## src/design/srl_pkg.sv

```systemverilog
// ----------------------------------------------------------------------------
// srl_pkg: shared types and constants of the sequential record list
// Field widths, request and status codes, cell commands and scan status.
// ----------------------------------------------------------------------------
`default_nettype none

package srl_pkg;

   localparam int DEPTH_DEFAULT = 128;

   localparam int MODE_W   = 2;
   localparam int POS_W    = 8;
   localparam int ID_W     = 16;
   localparam int SCORE_W  = 14;
   localparam int STATUS_W = 2;
   localparam int INDEX_W  = 7;
   localparam int COUNT_W  = 8;

   // lanes examined per scan cycle, and the lane number width
   localparam int SCAN_LANES = 8;
   localparam int LANE_W     = 3;

   typedef enum logic [MODE_W-1:0] {
      MODE_APPEND,
      MODE_INSERT,
      MODE_DELETE,
      MODE_SEARCH
   } mode_type;

   typedef enum logic [STATUS_W-1:0] {
      STATUS_OK,
      STATUS_BAD_POS,
      STATUS_FULL,
      STATUS_MISSING
   } status_type;

   typedef enum logic [1:0] {
      CELL_HOLD,
      CELL_WRITE,
      CELL_SHIFT_UP,
      CELL_SHIFT_DOWN
   } cell_op_type;

   typedef enum logic [1:0] {
      ST_IDLE,
      ST_LOAD,
      ST_SCAN,
      ST_APPLY
   } srl_state_type;

   typedef struct packed {
      cell_op_type            op;
      logic [ID_W-1:0]        key;
      logic [SCORE_W-1:0]     score;
   } cell_cmd_type;

   typedef struct packed {
      logic                   hit;
      logic [LANE_W-1:0]      lane;
      logic [SCORE_W-1:0]     score;
   } scan_status_type;

endpackage

`default_nettype wire

```

## src/design/srl_scan.sv

```systemverilog
// ----------------------------------------------------------------------------
// srl_scan: first-match search over the cell match flags
// Captures all match flags and scores, then walks them a group of lanes
// per advance cycle; reports the lowest matching lane of the current group.
// ----------------------------------------------------------------------------
`default_nettype none

module srl_scan #(
   parameter int DEPTH = srl_pkg::DEPTH_DEFAULT
) (
   input  logic                          clock,
   input  logic                          load,
   input  logic                          advance,
   input  logic [DEPTH-1:0]              match_vec,
   input  logic [srl_pkg::SCORE_W-1:0]   score_vec [DEPTH],
   output srl_pkg::scan_status_type      status
);
   import srl_pkg::*;

   localparam int NG   = (DEPTH + SCAN_LANES - 1) / SCAN_LANES;
   localparam int PADW = NG * SCAN_LANES;
   localparam int PW   = $clog2(PADW);

   logic [PADW-1:0]    pad_match;
   logic [SCORE_W-1:0] pad_score [PADW];
   logic [PADW-1:0]    match_ff, match_in;
   logic [SCORE_W-1:0] score_ff [PADW];
   logic [SCORE_W-1:0] score_in [PADW];

   for (genvar k = 0; k < PADW; k++) begin : g_lane
      if (k < DEPTH) begin : g_real
         assign pad_match[k] = match_vec[k];
         assign pad_score[k] = score_vec[k];
      end else begin : g_pad
         assign pad_match[k] = 1'b0;
         assign pad_score[k] = '0;
      end
      if (k + SCAN_LANES < PADW) begin : g_mid
         assign score_in[k] = load ? pad_score[k] :
                              advance ? score_ff[k + SCAN_LANES] : score_ff[k];
      end else begin : g_top
         assign score_in[k] = load ? pad_score[k] : score_ff[k];
      end
   end

   assign match_in = load ? pad_match :
                     advance ? (match_ff >> SCAN_LANES) : match_ff;

   always_ff @(posedge clock) begin
      match_ff <= match_in;
      score_ff <= score_in;
   end

   // lowest set lane of the bottom group wins
   always_comb begin
      status.hit  = |match_ff[SCAN_LANES-1:0];
      status.lane = '0;
      for (int k = SCAN_LANES - 1; k >= 0; k--) begin
         if (match_ff[k]) begin
            status.lane = LANE_W'(k);
         end
      end
      status.score = score_ff[PW'(status.lane)];
   end

endmodule

`default_nettype wire

```

## config.mk

```make
export PLATFORM = sky130hd
export DESIGN_NAME = srl_scan
export DESIGN_NICKNAME = d
export VERILOG_FILES = /design/src/design/srl_pkg.sv /design/src/design/srl_scan.sv
export SDC_FILE = /design/constraint.sdc
export NUM_CORES = 2
export LEC_CHECK = 0
export ABC_AREA = 1
export ABC_CLOCK_PERIOD_IN_PS = 72900
export BUFFER_PORTS_ARGS = -buffer_cell sky130_fd_sc_hd__buf_2
export CAP_MARGIN = 20
export CORE_AREA = 4 4 750 752
export CTS_CLUSTER_DIAMETER = 120
export CTS_CLUSTER_SIZE = 10
export DETAILED_ROUTE_END_ITERATION = 16
export DIE_AREA = 0 0 754 756
export PLACE_DENSITY = 0.42
export REMOVE_ABC_BUFFERS = 1
export SLEW_MARGIN = 20
export SYNTH_ARGS = -nofsm -noshare
export SYNTH_HDL_FRONTEND = slang
export SYNTH_SLANG_ARGS = --single-unit
```

## constraint.sdc

```tcl
create_clock -name clock -period 72.9 [get_ports clock]
set_input_delay 7.29 -clock clock [delete_from_list [all_inputs] [get_ports clock]]
set_output_delay 7.29 -clock clock [all_outputs]
set_load 0.05 [all_outputs]
```

==> flow_summary.toml <==
[place]
hpwl_um = 330800
post-place-cells = 17190
gp_congestion = 0.8691
place_area_um2 = 99410
portBuffers = 1940

[finish]
area_growth_pct = 29.82
fillers = 62210
finalNonFillerCells = 17610
drive_gt1_share_pct = 22.84
finalInstanceArea_um2 = 105800
nets = 11890

[routing]
drc = 0
drtIter0Drc = 5629
num_vias = 63770
antenna_left = 0
drt-vias-per-instance = 3.622
firstDrtPassIters = 5
route.final.wire_length_um = 419600
wl_per_cell_um = 23.83

[global_route]
grt-busiest-layer = "met2"
use_met2_pct = 21.81
gr-total-overflow = 0
grt_max_degree = 197
grt_pass1_vias = 61850
track_usage_pct = 13.97
grtUsageMet1_pct = 19.25
grt_pass1_wl_um = 544400
met3_usage_pct = 3.887
antenna_found_initial = 481

[power]
ir_drop_mv = 0.01863
seq_power_share_pct = 51.9
comb_power_share_pct = 10.7
power.leakage_nw = 48.02
p_per_area_nw_per_um2 = 25.69
pwr-share-clk_pct = 37.3
intPower_mw = 1.990
netSwitchingFraction_pct = 26.78
power_switching_mw = 0.7279

[sta]
period_minus_slack_ps = 13340
rsz0062_at_grt = "false"
max_freq_ghz = 0.07497
setup_violations = 0
relSlewSlack_pct = 28.96
slew_viol_final = 0
finClkSkew_ps = 57.58
fin_hold_ws_ps = 462.7
setup_tns_ps = 0
timing.final.crit_share_pct = 18.30
tightest_slew_ps = 1066
final_hold_viol_count = 0

[yosys]
synthTopCellsByCount = "nand2_1, edfxtp_1, buf_2"
synthesis.area_um2 = 81500
synth_async_sr_flop_share_pct = 0
ys_ff_latch = 1920
yosys.area.top_type = "edfxtp_1"
synthCells = 8139
yosysSeqAreaShare_pct = 70.74
yosysWarningCount = 0
yosys.cell_types.count = 17
synth_most_common_cell = "nand2_1"
yosys.area.top_type_share_pct = 70.74
ys.flop_type = "edfxtp_1"
synth_area_leaders = "edfxtp_1, nand2_1, buf_2, clkbuf_1, nand3_1"
syn_area_per_cell_um2 = 10.01
synth_edf_count = 1920

[floorplan]
num_io_pins = 1941
row_count = 274
start_util_pct = 14.67
core_um2 = 555700
fp.dieH_um = 756
die_x_um = 754
die_area_um2 = 570000

[worst_hold_path]
hold_path_class = "reg2reg"
whs_path_depth = 2

[cts]
cts_setup_buffers = 0
cts_tree = "built"
clock_path_buffers = 4
ctsHoldBuffers = 0
cts_resized = 0
cts_buffers = 222
clockRootBuffer = "clkbuf_16"
cts_sinks = 1920
clk_latency_ps = 920
htreeDepth = 4
path_clk_slew_ps = 60

[setup_path]
worstSetupEndpointType = "flip-flop"
r2r_cells = 2
crit_arrival_ps = 13850
path_max_fanout = 68
cp.required_ps = 73410
startpoint_type = "input port"
path_class = "in2reg"

[run_status]
status = "finished clean"

[job]
cap_viol_max_count = 0
[cell type report]
| cell class | count | area [um^2] | share of cell area (%) |
|---|---|---|---|
| sequential | 1920 | 57660 | 54.50 |
| multi-input combinational | 5662 | 21450 | 20.27 |
| timing repair buffer | 2025 | 10480 | 9.901 |
| tap | 7452 | 9324 | 8.813 |
| clock buffer | 226 | 5570 | 5.265 |
| inverter | 132 | 505.5 | 0.4778 |
| clock inverter | 27 | 411.6 | 0.3891 |
| antenna | 163 | 407.9 | 0.3855 |
[final timing paths]
path,startpoint,to,slack [ps]
max,load,score_ff[134],59560
min,score_ff[141],score_ff[253],460
max reg2reg,score_ff[1408],score_ff[1520],71540
min reg2reg,score_ff[141],score_ff[253],460
[worst max-delay path: stages]
cell and delay [ps]:
buf_12 180, or2_4 830, buf_4 710, buf_4 640, buf_4 620, buf_4 680, buf_4 770, buf_4 780
buf_4 810
[stage by stage]
stage,setup WS (ps),power [mW],util [%]
after global routing,59220,2.844,18.98
after CTS,59640,2.776,18.96
after global placement,58540,1.735,17.89
after detailed placement,58540,1.737,17.89
after floorplan,42740,1.606,-
final,59560,2.718,19.04
[layout by cell type (no fill, tap or decap), types with 3 or more instances in the layout]
cell        Yosys  layout
buf_4           9      76
clkinv_2        0       3
inv_6           0       6
clkinvlp_4      0       3
inv_1         128     128
nand3_1       113     113
diode_2         0     163
clkinv_16       0       6
nand2_1      5543    5541
buf_12          0      10
clkbuf_1      166       4
buf_2         210    1939
edfxtp_1     1920    1920
clkbuf_16       0     222
[power groups by stage]
stage,sequential (mW),clock (mW),combinational [mW]
3_3_place_gp,1.44,0,0.297
3_5_place_dp,1.44,0,0.299
2_1_floorplan,1.44,0,0.169
6_report,1.41,1.02,0.291
5_1_grt,1.42,1.09,0.327
4_1_cts,1.42,1.06,0.300
[flip-flops by register name, summed over array words and instances (netlist names)]
register and count:
match_ff 128, score_ff 1792
[metal layers]
layer	vias up	share of wire (%)	routed length [um]
li1	29910	-	-
met1	30330	46	191400
met2	2467	44	184800
met3	854	7.6	31830
met4	210	2.5	10290
met5	-	0.32	1323
[cell families after synthesis]
kind of cell    after synthesis  synth area share (%)
compound gates                1               0.01535
buf+inv                     557                 2.975
flops                      1920                 70.74
simple gates               5661                 26.27
(Power assumes the default switching activity.)
