`config.mk`:
```
export PLATFORM = sky130hd
export DESIGN_NAME = srl_cell
export DESIGN_NICKNAME = d
export VERILOG_FILES = /design/src/design/srl_pkg.sv /design/src/design/srl_cell.sv
export SDC_FILE = /design/constraint.sdc
export NUM_CORES = 1
export LEC_CHECK = 0
export ABC_AREA = 1
export BUFFER_PORTS_ARGS = -buffer_cell sky130_fd_sc_hd__buf_2
export CORE_ASPECT_RATIO = 1.1
export CORE_MARGIN = 2
export CORE_UTILIZATION = 40
export CTS_BUF_LIST = sky130_fd_sc_hd__clkbuf_8
export DETAILED_ROUTE_END_ITERATION = 8
export PLACE_DENSITY = 0.88
export SKIP_CTS_REPAIR_TIMING = 1
export SKIP_LAST_GASP = 1
export SLEW_MARGIN = 20
export SYNTH_ARGS = -nofsm -noshare
export SYNTH_HDL_FRONTEND = slang
export SYNTH_SLANG_ARGS = --single-unit
```
`constraint.sdc`:
```
create_clock -name clock -period 3.2 [get_ports clock]
set_input_delay 0.32 -clock clock [delete_from_list [all_inputs] [get_ports clock]]
set_output_delay 0.32 -clock clock [all_outputs]
set_load 0.05 [all_outputs]
```
`src/design/srl_pkg.sv`:
```
// ----------------------------------------------------------------------------
// srl_pkg: shared types and constants of the sequential record list
// Field widths, request and status codes, cell commands and scan status.
// ----------------------------------------------------------------------------
`default_nettype none

package srl_pkg;

   localparam int DEPTH_DEFAULT = 128;

   localparam int MODE_W   = 2;
   localparam int POS_W    = 8;
   localparam int ID_W     = 16;
   localparam int SCORE_W  = 14;
   localparam int STATUS_W = 2;
   localparam int INDEX_W  = 7;
   localparam int COUNT_W  = 8;

   // lanes examined per scan cycle, and the lane number width
   localparam int SCAN_LANES = 8;
   localparam int LANE_W     = 3;

   typedef enum logic [MODE_W-1:0] {
      MODE_APPEND,
      MODE_INSERT,
      MODE_DELETE,
      MODE_SEARCH
   } mode_type;

   typedef enum logic [STATUS_W-1:0] {
      STATUS_OK,
      STATUS_BAD_POS,
      STATUS_FULL,
      STATUS_MISSING
   } status_type;

   typedef enum logic [1:0] {
      CELL_HOLD,
      CELL_WRITE,
      CELL_SHIFT_UP,
      CELL_SHIFT_DOWN
   } cell_op_type;

   typedef enum logic [1:0] {
      ST_IDLE,
      ST_LOAD,
      ST_SCAN,
      ST_APPLY
   } srl_state_type;

   typedef struct packed {
      cell_op_type            op;
      logic [ID_W-1:0]        key;
      logic [SCORE_W-1:0]     score;
   } cell_cmd_type;

   typedef struct packed {
      logic                   hit;
      logic [LANE_W-1:0]      lane;
      logic [SCORE_W-1:0]     score;
   } scan_status_type;

endpackage

`default_nettype wire

```
`src/design/srl_cell.sv`:
```
// ----------------------------------------------------------------------------
// srl_cell: one record slot of the list
// Holds one (id, score) record, takes a neighbor's record on a shift and
// flags a key match when the slot lies below the record count.
// ----------------------------------------------------------------------------
`default_nettype none

module srl_cell #(
   parameter int INDEX = 0,
   parameter int IW    = 7,
   parameter int CW    = 8
) (
   input  logic                          clock,
   input  srl_pkg::cell_cmd_type         cmd,
   input  logic [IW-1:0]                 pivot,
   input  logic [CW-1:0]                 count,
   input  logic [srl_pkg::ID_W-1:0]      prev_id,
   input  logic [srl_pkg::SCORE_W-1:0]   prev_score,
   input  logic [srl_pkg::ID_W-1:0]      next_id,
   input  logic [srl_pkg::SCORE_W-1:0]   next_score,
   output logic [srl_pkg::ID_W-1:0]      id,
   output logic [srl_pkg::SCORE_W-1:0]   score,
   output logic                          match
);
   import srl_pkg::*;

   localparam logic [IW-1:0] MY_IDX = IW'(INDEX);
   localparam logic [CW-1:0] MY_POS = CW'(INDEX);

   logic [ID_W-1:0]    id_ff, id_in;
   logic [SCORE_W-1:0] score_ff, score_in;

   always_comb begin
      id_in    = id_ff;
      score_in = score_ff;
      case (cmd.op)
         CELL_WRITE: begin
            if (MY_IDX == pivot) begin
               id_in    = cmd.key;
               score_in = cmd.score;
            end
         end
         CELL_SHIFT_UP: begin
            // open a gap at the pivot, move later records up one slot
            if (MY_IDX > pivot) begin
               id_in    = prev_id;
               score_in = prev_score;
            end else if (MY_IDX == pivot) begin
               id_in    = cmd.key;
               score_in = cmd.score;
            end
         end
         CELL_SHIFT_DOWN: begin
            // close the gap left by the removed record
            if (MY_IDX >= pivot) begin
               id_in    = next_id;
               score_in = next_score;
            end
         end
         default: begin
            id_in    = id_ff;
            score_in = score_ff;
         end
      endcase
   end

   always_ff @(posedge clock) begin
      id_ff    <= id_in;
      score_ff <= score_in;
   end

   assign id    = id_ff;
   assign score = score_ff;
   assign match = (id_ff == cmd.key) && (MY_POS < count);

endmodule

`default_nettype wire

```
==> parameters.txt, run 1 <==
Parameter                              Value

Floorplanning
  Area of the die ... 5820 um2
  Number of core rows ... 27
  Width of the chip ... 72.9 um
  Initial core utilization ... 0.415
  Area inside the core boundary ... 5030 um2
  Boundary Pins ... 139
  Die height ... 79.8 um

Detailed routing
  Routed WL per cell ... 10.8 um
  Detailed Route WL ... 5000 um
  ANT nets after route ... 0
  Iteration count of the initial detailed-routing pass ... 4
  Topmost layer with routed signal wires ... met4
  Detailed-route wire length on metal 1 ... 2030 um
  Length of routed met2 wiring ... 2640 um
  Via count ... 2103
  Detailed-route DRC error count ... 0
  Post-detailed-route via-to-cell ratio ... 4.56
  Met3 routed wirelength ... 295 um
  Number of DRC markers in iteration 0 ... 102

Global route
  Tot GR Track Use ... 0.176
  Wire length of the first global-routing pass ... 8050 um
  Vias in the first global route ... 1962
  Congestion Overflow GR ... 0
  Largest net degree at the start of global routing ... 53
  Antenna violations before repair ... 0

Setup path
  Largest driver fanout on the critical path ... 3
  Worst Setup Start Kind ... flip-flop
  Data required time at the worst endpoint ... 2.88 ns
  Combined buffer and inverter count along the critical path ... 2
  Cell family with most CP delay ... simple AND/OR/NAND/NOR gates
  Critical-path cell with the highest stage delay ... edfxtp_1
  Max stage delay on crit path ... 0.41 ns
  Element type at the critical path end ... output pin
  Sequence of cells on the critical path ... inv_1 -> nand2_1 -> nand2_1 -> nand2_1 -> nor2_1 -> nand3_1 -> nor2_1 -> buf_2
  Most prevalent standard cell on the critical path ... nand2_1
  Arrival @ worst endpoint ... 1.56 ns
  Critical path class ... reg -> out

Timing
  Total negative slack for setup checks ... 0 ns
  Hold WS ... 0.315 ns
  Max-slew violation total from the final report ... 0
  Slew of the pin with the lowest slew margin ... 0.623 ns
  Max-slew headroom ... 0.584
  Final Cycle Share ... 0.586
  Final setup violating endpoints ... 0
  Unrepaired setup endpoints after global routing ... false
  Period minus WS final ... 1.88 ns
  Count of endpoints failing hold in the final timing report ... 0
  Slack of the critical path ... 1.32 ns
  Fin Clk Skew ... 0 ns
  Achievable frequency ... 0.533 GHz

Yosys
  Total of warnings raised by yosys ... 0
  Average cell area after synthesis ... 7.06 um2
  Distinct cell type count after synthesis ... 18
  Portion of synthesized cell area occupied by the leading cell type ... 0.431
  Leading area contributor after synthesis ... edfxtp_1
  Post-Synthesis Cell Area ... 2090 um2
  Top cells by area, synth ... edfxtp_1, nand2_1, inv_1
  Cell with the most instances after synthesis ... nand2_1
  Count of state elements after synthesis ... 30
  Cell count after synthesis ... 296
  Sequential cell area fraction in the yosys report ... 0.431
  Share of synthesized flip-flops with an asynchronous set or reset ... 0
  Main flop type after synthesis ... edfxtp_1
  Commonest cells in the synthesized netlist ... nand2_1, inv_1, edfxtp_1, nand3_1, nor2_1
  Number of enable flip-flop cells after synthesis ... 30
  Synth Net Count ... 404

Clocking
  Total clock sinks ... 30
  TritonCTS clock tree ... built
  Clock slew at reported path FFs ... 0.06 ns
  Clock latency on the worst-skew pair ... 0.27 ns
  Clock Root Buffer ... clkbuf_8
  Longest Clk Path Bufs ... 2
  H-tree depth ... 2
  CTS Buf Count ... 5

Finish
  Layout cells sized above 1 ... 0.310
  Synthesis-to-layout area growth ... 30.3%
  Final net count ... 512
  Antenna Cells ... 0
  Post-layout instance count excluding filler cells ... 461
  Post-layout util ... 0.541
  Filler cell count in the final layout ... 503

Run
  Count of max-cap constraint violations ... 0

Placement
  Count of input and output buffers ... 108
  RD Place Congestion ... 0.778
  Post-placement worst setup slack ... 1.18 ns
  Total instance count after detailed placement ... 455
  Post-DP HPWL ... 3750 um

Power and ir drop
  Max IR drop VDD ... 0.000262 V
  Leakage dissipation ... 1.53 nW
  Total power divided by cell area ... 435 nW/um2

Worst hold path
  Worst min path class ... in -> reg

Run status
  Run status ... finished, final reports clean
state kept, by name (all words and copies together), names as in the netlist:
signal / cells
score: 14
id: 16
report_power, final:
group          switching [mW]  total, mW  internal (mW)
sequential             0.0259      0.518          0.493
combinational           0.273      0.396          0.124
clock                   0.130      0.272          0.142
total                   0.429       1.19          0.758
layout make-up:
type / count / area, um2 / share of cell area
Sequential cell: 30 / 901 / 0.331
Inverter: 41 / 154 / 0.0565
Multi-Input combinational cell: 215 / 962 / 0.353
Clock buffer: 5 / 68.8 / 0.0253
Tap cell: 58 / 72.6 / 0.0266
Timing Repair Buffer: 111 / 563 / 0.207
Clock inverter: 1 / 3.75 / 0.00138
per-stage QoR:
stage | total power, mW | cell area [um2]
final | 1.19 | 2730
after global routing | 1.26 | 2730
after CTS | 1.20 | 2730
after detailed placement | 0.926 | 2650
after global placement | 0.915 | 2650
after floorplan | 0.807 | 2090
path summary, 6_finish.rpt:
check,startpoint,endpoint,slack [ns],cells past startpoint
max,id[12],match,1.32,8
min,next_score[7],score[7],0.31,3
max reg2reg,id[4],id[4],2.12,3
min reg2reg,score[0],score[0],0.64,3
layer usage:
| metal | global-route usage | vias up |
|---|---|---|
| met5 | 0 | - |
| met4 | 0.0556 | 0 |
| met3 | 0.0480 | 4 |
| met2 | 0.325 | 70 |
| met1 | 0.191 | 917 |
| li1 | - | 1112 |
worst min-delay path: stages:
cell and delay [ns]:
buf_2 0.07, nand2_1 0.04, nand2_1 0.05
layout by cell type, fill, tap and decap left out, drive strengths merged:
master    n
xor2      4
nor2     25
or2      17
clkbuf    5
xnor2     4
nand4     1
buf     111
edfxtp   30
a21oi     1
inv      41
nand3    27
nand2   136
clkinv    1
cells by family after synthesis:
logic type | count (synthesis) | synth area share
AO/OA/AOI/OAI | 1 | 0.00239
AND/OR/NAND/NOR | 206 | 0.419
flip-flops | 30 | 0.431
buffers and inverters | 51 | 0.114
XOR/XNOR | 8 | 0.0335
Power figures use the tool's default switching activity.
==> inputs of run 2 (changes only) <==
==> constraint.sdc (replaced) <==
create_clock -name clock -period 1.73 [get_ports clock]
set_input_delay 0.173 -clock clock [delete_from_list [all_inputs] [get_ports clock]]
set_output_delay 0.173 -clock clock [all_outputs]
set_load 0.05 [all_outputs]
==> parameters.txt, run 2 (same netlist as run 1, synthesis figures left out) <==
Parameter                              Value

Finish
  Post-layout util ... 0.558 (was 0.541)
  Synthesis-to-layout area growth ... 34.4% (was 30.3%)
  Final net count ... 515 (was 512)
  Layout cells sized above 1 ... 0.327 (was 0.310)
  Number of flip-flops in the largest register ... 16 (unchanged)
  Most common cell after layout, fill and taps aside ... nand2_1 (unchanged)
  Filler cell count in the final layout ... 481 (was 503)
  Commonest cells after routing, fill and taps aside ... nand2_1, buf_2, inv_1 (unchanged)
  Post-layout instance count excluding filler cells ... 465 (was 461)
  Antenna Cells ... 0 (unchanged)

Floorplanning
  Initial core utilization ... 0.415 (unchanged)
  Area inside the core boundary ... 5030 um2 (unchanged)
  Number of core rows ... 27 (unchanged)
  Area of the die ... 5820 um2 (unchanged)
  Die height ... 79.8 um (unchanged)
  Boundary Pins ... 139 (unchanged)
  Width of the chip ... 72.9 um (unchanged)

Power and ir drop
  Net switching share of the total power ... 0.341 (was 0.361)
  Logic gate share of total power ... 0.315 (was 0.334)
  Total power divided by cell area ... 845 nW/um2 (was 435 nW/um2)
  Leakage dissipation ... 1.58 nW (was 1.53 nW)
  Sequential group share of total power ... 0.404 (was 0.437)
  Net switching power figure ... 808 uW (was 429 uW)
  Cell Int Power ... 1.57 mW (was 758 uW)
  Clock power frac ... 0.280 (was 0.229)
  Max IR drop VDD ... 0.000482 V (was 0.000262 V)

Clocking
  Clock latency on the worst-skew pair ... 0.27 ns (about the same)
  Clock Root Buffer ... clkbuf_8 (unchanged)
  Longest Clk Path Bufs ... 2 (unchanged)
  CTS Buf Count ... 5 (unchanged)
  Total clock sinks ... 30 (unchanged)
  TritonCTS clock tree ... built (unchanged)
  H-tree depth ... 2 (unchanged)
  Clock slew at reported path FFs ... 0.07 ns (was 0.06 ns)

Worst hold path
  Hold worst-path end ... id[1] (was score[7])
  Worst min path class ... in -> reg (unchanged)
  Worst hold path startpoint ... next_id[1] (was next_score[7])
  Worst hold stages ... 3 (unchanged)

Setup path
  Largest driver fanout on the critical path ... 3 (unchanged)
  Combined buffer and inverter count along the critical path ... 1 (was 2)
  R2R Path Start ... id[6] (was id[4])
  Cell family with most CP delay ... simple AND/OR/NAND/NOR gates (unchanged)
  Worst Setup Start Kind ... flip-flop (unchanged)
  Element type at the critical path end ... output pin (unchanged)
  Data required time at the worst endpoint ... 1.56 ns (was 2.88 ns)
  End of the worst register-to-register path ... id[6] (was id[4])
  Arrival @ worst endpoint ... 1.46 ns (was 1.56 ns)
  Cell count of the worst reg-to-reg path ... 3 (unchanged)
  Max stage delay on crit path ... 0.41 ns (about the same)
  Critical path class ... reg -> out (unchanged)
  Register-to-register path setup slack ... 0.64 ns (was 2.12 ns)
  Critical-path cell with the highest stage delay ... edfxtp_1 (unchanged)
  Sequence of cells on the critical path ... xnor2_1 -> nand2_1 -> nor2_1 -> nand3_1 -> nor2_2 -> buf_6 (was inv_1 -> nand2_1 -> nand2_1 -> nand2_1 -> nor2_1 -> nand3_1 -> nor2_1 -> buf_2)

Timing
  Hold WS ... 0.167 ns (was 0.315 ns)
  Final Cycle Share ... 0.945
  Max-slew headroom ... 0.803 (was 0.584)
  Period minus WS final ... 1.63 ns
  Fin Clk Skew ... 0 ns (unchanged)
  Unrepaired setup endpoints after global routing ... false (unchanged)
  Total negative slack for setup checks ... 0 ns (unchanged)
  Count of endpoints failing hold in the final timing report ... 0 (unchanged)
  Achievable frequency ... 0.612 GHz
  Max-slew violation total from the final report ... 0 (unchanged)
  Final setup violating endpoints ... 0 (unchanged)
  Slew of the pin with the lowest slew margin ... 0.295 ns (was 0.623 ns)

Placement
  Post-DP HPWL ... 3950 um (was 3750 um)
  Count of input and output buffers ... 108 (unchanged)
  Total instance count after detailed placement ... 458 (was 455)
  RD Place Congestion ... 0.796 (was 0.778)

Detailed routing
  Post-detailed-route via-to-cell ratio ... 4.52 (was 4.56)
  Via count ... 2100 (was 2103)
  Detailed Route WL ... 5180 um (was 5000 um)
  Detailed-route DRC error count ... 0 (unchanged)
  Iteration count of the initial detailed-routing pass ... 4 (unchanged)
  Number of DRC markers in iteration 0 ... 105 (was 102)
  ANT nets after route ... 0 (unchanged)
  Routed WL per cell ... 11.1 um (was 10.8 um)

Global route
  Wire length of the first global-routing pass ... 8200 um (was 8050 um)
  Congestion Overflow GR ... 0 (unchanged)
  Tot GR Track Use ... 0.182 (was 0.176)
  Antenna violations before repair ... 0 (unchanged)
  Largest net degree at the start of global routing ... 29 (was 53)
  Vias in the first global route ... 1924 (was 1962)

Run status
  Run status ... finished, final reports clean (unchanged)

Run
  Count of max-cap constraint violations ... 0 (unchanged)
-- run 2: power by group through the flow --
stage | Combinational (mW) | Clock (mW) | Sequential, mW
final | 0.749 | 0.666 | 0.959
after global routing | 0.814 | 0.723 | 0.972
after CTS | 0.749 | 0.684 | 0.958
after detailed placement | 0.746 | 0 | 0.973
after global placement | 0.731 | 0 | 0.968
after floorplan | 0.243 | 0 | 1.25
-- run 2: tightest hold or removal path, stage by stage --
cell	delay, ns
buf_2	0.07
nand2_1	0.04
nand2_1	0.05
-- run 2: area by class of cell --
class / instances / area, um2 / share of cell area
Clock inverter: 2 / 33.8 / 0.0120
Inverter: 41 / 154 / 0.0548
Timing Repair Buffer: 114 / 592 / 0.211
Clock buffer: 5 / 68.8 / 0.0245
Tap cell: 58 / 72.6 / 0.0258
Sequential cell: 30 / 901 / 0.321
Multi-Input combinational cell: 215 / 987 / 0.351
-- run 2: worst max-delay path by stage --
stage	startpoint	endpoint	cells past startpoint
floorplan	id[8]	match	4
global placement	id[1]	match	6
detailed placement	id[7]	match	6
CTS	id[7]	match	6
global route	id[9]	match	8
finish	id[13]	match	6
-- run 2: metal layers --
layer	up-vias	routed length (um)	GRT usage
met2	66	2700	0.327
met3	8	295	0.0492
li1	1120	-	-
met4	0	85	0.0667
met1	906	2090	0.201
met5	-	0	0
-- run 2: through the flow --
step           cell area [um2]  power [mW]  worst slack, ns
5_1_grt                   2810        2.51          0.00289
6_report                  2810        2.37           0.0958
3_3_place_gp              2680        1.70            0.299
4_1_cts                   2780        2.39          -0.0508
3_5_place_dp              2680        1.72            0.259
2_1_floorplan             2100        1.49           0.0687
==> inputs of run 3 (changes only) <==
--- a/config.mk
+++ b/config.mk
@@ -7,12 +7,15 @@
 export LEC_CHECK = 0
 export ABC_AREA = 1
 export BUFFER_PORTS_ARGS = -buffer_cell sky130_fd_sc_hd__buf_2
+export CELL_PAD_IN_SITES_DETAIL_PLACEMENT = 0
+export CELL_PAD_IN_SITES_GLOBAL_PLACEMENT = 1
 export CORE_ASPECT_RATIO = 1.1
 export CORE_MARGIN = 2
-export CORE_UTILIZATION = 40
+export CORE_UTILIZATION = 28
 export CTS_BUF_LIST = sky130_fd_sc_hd__clkbuf_8
 export DETAILED_ROUTE_END_ITERATION = 8
-export PLACE_DENSITY = 0.88
+export GPL_TIMING_DRIVEN = 0
+export PLACE_DENSITY = 0.92
 export SKIP_CTS_REPAIR_TIMING = 1
 export SKIP_LAST_GASP = 1
 export SLEW_MARGIN = 20
==> parameters.txt, run 3 (same netlist as run 1, synthesis figures left out) <==
Parameter                              Value

Run status
  Run status ... finished, final reports clean (unchanged)

Global route
  Antenna violations before repair ... 0 (unchanged)
  Vias in the first global route ... 2047 (was 1924)
  Wire length of the first global-routing pass ... 9450 um (was 8200 um)
  Largest net degree at the start of global routing ... 31 (was 29)
  Congestion Overflow GR ... 0 (unchanged)
  Tot GR Track Use ... 0.150 (was 0.182)

Floorplanning
  Width of the chip ... 86.4 um (was 72.9 um)
  Area inside the core boundary ... 7350 um2 (was 5030 um2)
  Die height ... 94.6 um (was 79.8 um)
  Area of the die ... 8180 um2 (was 5820 um2)
  Initial core utilization ... 0.284 (was 0.415)
  Number of core rows ... 33 (was 27)
  Boundary Pins ... 139 (unchanged)

Setup path
  CP Launch Point ... id[13] (unchanged)
  Largest driver fanout on the critical path ... 3 (unchanged)
  Termination of the worst setup path ... match (unchanged)
  Cell count of the worst reg-to-reg path ... 4 (was 3)
  R2R Path Start ... id[14] (was id[6])
  Critical path class ... reg -> out (unchanged)
  End of the worst register-to-register path ... id[14] (was id[6])
  Data required time at the worst endpoint ... 1.56 ns (about the same)
  Element type at the critical path end ... output pin (unchanged)
  Worst Setup Start Kind ... flip-flop (unchanged)
  Arrival @ worst endpoint ... 1.46 ns (about the same)
  Register-to-register path setup slack ... 0.58 ns (was 0.64 ns)

Finish
  Layout cells sized above 1 ... 0.341 (was 0.327)
  Synthesis-to-layout area growth ... 39.4% (was 34.4%)
  Area taken by flip-flops and latches ... 901 um2 (unchanged)
  Final net count ... 524 (was 515)
  Summed area of non-filler cells in the final layout ... 2910 um2 (was 2810 um2)
  Number of flip-flops in the largest register ... 16 (unchanged)
  Post-layout instance count excluding filler cells ... 504 (was 465)
  Combined area of the multi-input logic cells ... 980 um2 (was 987 um2)
  Post-layout util ... 0.396 (was 0.558)
  Most common cell after layout, fill and taps aside ... nand2_1 (unchanged)
  Filler cell count in the final layout ... 806 (was 481)
  Commonest cells after routing, fill and taps aside ... nand2_1, buf_2, inv_1 (unchanged)
  Antenna Cells ... 0 (unchanged)

Power and ir drop
  Clock power frac ... 0.237 (was 0.280)
  Final Total Pwr ... 2.27 mW (was 2.37 mW)
  Total power divided by cell area ... 780 nW/um2 (was 845 nW/um2)
  Net switching share of the total power ... 0.369 (was 0.341)
  Cell Int Power ... 1.43 mW (was 1.57 mW)
  Logic gate share of total power ... 0.341 (was 0.315)
  Net switching power figure ... 838 uW (was 808 uW)
  Max IR drop VDD ... 0.000379 V (was 0.000482 V)
  Leakage dissipation ... 1.61 nW (was 1.58 nW)
  Sequential group share of total power ... 0.421 (was 0.404)

Worst hold path
  Worst hold stages ... 3 (unchanged)
  Worst min path class ... in -> reg (unchanged)

Timing
  Period minus WS final ... 1.63 ns (about the same)
  Slew of the pin with the lowest slew margin ... 0.485 ns (was 0.295 ns)
  Achievable frequency ... 0.614 GHz (was 0.612 GHz)
  Max-slew violation total from the final report ... 0 (unchanged)
  Final Cycle Share ... 0.941 (was 0.945)
  Total negative slack for setup checks ... 0 ns (unchanged)
  Final setup violating endpoints ... 0 (unchanged)
  Max-slew headroom ... 0.676 (was 0.803)
  Fin Clk Skew ... 0 ns (unchanged)
  Count of endpoints failing hold in the final timing report ... 0 (unchanged)

Clocking
  Total clock sinks ... 30 (unchanged)
  Clock latency on the worst-skew pair ... 0.27 ns (about the same)
  Clock Root Buffer ... clkbuf_8 (unchanged)
  CTS Buf Count ... 5 (unchanged)
  TritonCTS clock tree ... built (unchanged)
  H-tree depth ... 2 (unchanged)
  Clock slew at reported path FFs ... 0.07 ns (about the same)
  Longest Clk Path Bufs ... 2 (unchanged)

Placement
  RD Place Congestion ... 0.743 (was 0.796)
  Post-DP HPWL ... 4540 um (was 3950 um)
  Post-detailed-placement cell area ... 2750 um2 (was 2680 um2)
  Total instance count after detailed placement ... 491 (was 458)
  Count of input and output buffers ... 108 (unchanged)

Detailed routing
  Detailed Route WL ... 6100 um (was 5180 um)
  ANT nets after route ... 0 (unchanged)
  Iteration count of the initial detailed-routing pass ... 4 (unchanged)
  Post-detailed-route via-to-cell ratio ... 4.26 (was 4.52)
  Via count ... 2148 (was 2100)
  Number of DRC markers in iteration 0 ... 51 (was 105)
  Routed WL per cell ... 12.1 um (was 11.1 um)
  Detailed-route DRC error count ... 0 (unchanged)

Run
  Count of max-cap constraint violations ... 0 (unchanged)
## run 3: cell count changes in the layout (fill, tap and decap cells not counted), sizes merged
| cell | change |
|---|---|
| inv | +1 |
| bufinv | -1 |
| clkinv | +1 |
| buf | +9 |
## run 3: stage by stage
step | hold WS (ns) | setup WS, ns
after global routing | 0.157 | -0.0245
final | 0.161 | 0.101
after detailed placement | 0.446 | -0.483
after floorplan | 0.359 | 0.0687
after global placement | 0.442 | -0.426
after CTS | 0.145 | -0.188
## run 3: metal layers
metal | routed length [um] | up-vias | GRT usage
li1 | - | 1140 | -
met1 | 2590 | 946 | 0.177
met2 | 3130 | 58 | 0.273
met3 | 330 | 4 | 0.0376
met4 | 42 | 0 | 0.0313
met5 | 0 | - | 0
## run 3: power groups by stage
stage | Clock [mW] | Combinational (mW) | Sequential, mW
final | 0.540 | 0.776 | 0.957
after global routing | 0.596 | 0.850 | 0.967
after CTS | 0.575 | 0.752 | 0.961
after detailed placement | 0 | 0.750 | 0.976
after global placement | 0 | 0.739 | 0.972
after floorplan | 0 | 0.243 | 1.25
## run 3: layout make-up
type | count | share of cell area
multi-input cells | 215 | 0.336
inverters | 41 | 0.0528
plain buffers | 10 | 0.0292
clock inverters | 3 | 0.00429
repair buffers | 113 | 0.207
flip-flops and latches | 30 | 0.309
well taps | 87 | 0.0374
clock buffers | 5 | 0.0236
## run 3: worst min path at each step
stage	from	end	slack, ns
after floorplan	next_id[8]	id[8]	0.36
after global placement	next_score[8]	score[8]	0.44
after detailed placement	next_score[8]	score[8]	0.45
after CTS	next_score[8]	score[8]	0.14
after global routing	next_score[0]	score[0]	0.16
final	next_score[8]	score[8]	0.16
## run 3: critical path, cell delays in order, from the launching register on
cell	delay [ns]
edfxtp_1	0.42
xnor2_1	0.19
nand2_1	0.07
nor2_1	0.14
nand3_2	0.09
nor2_2	0.10
buf_6	0.16
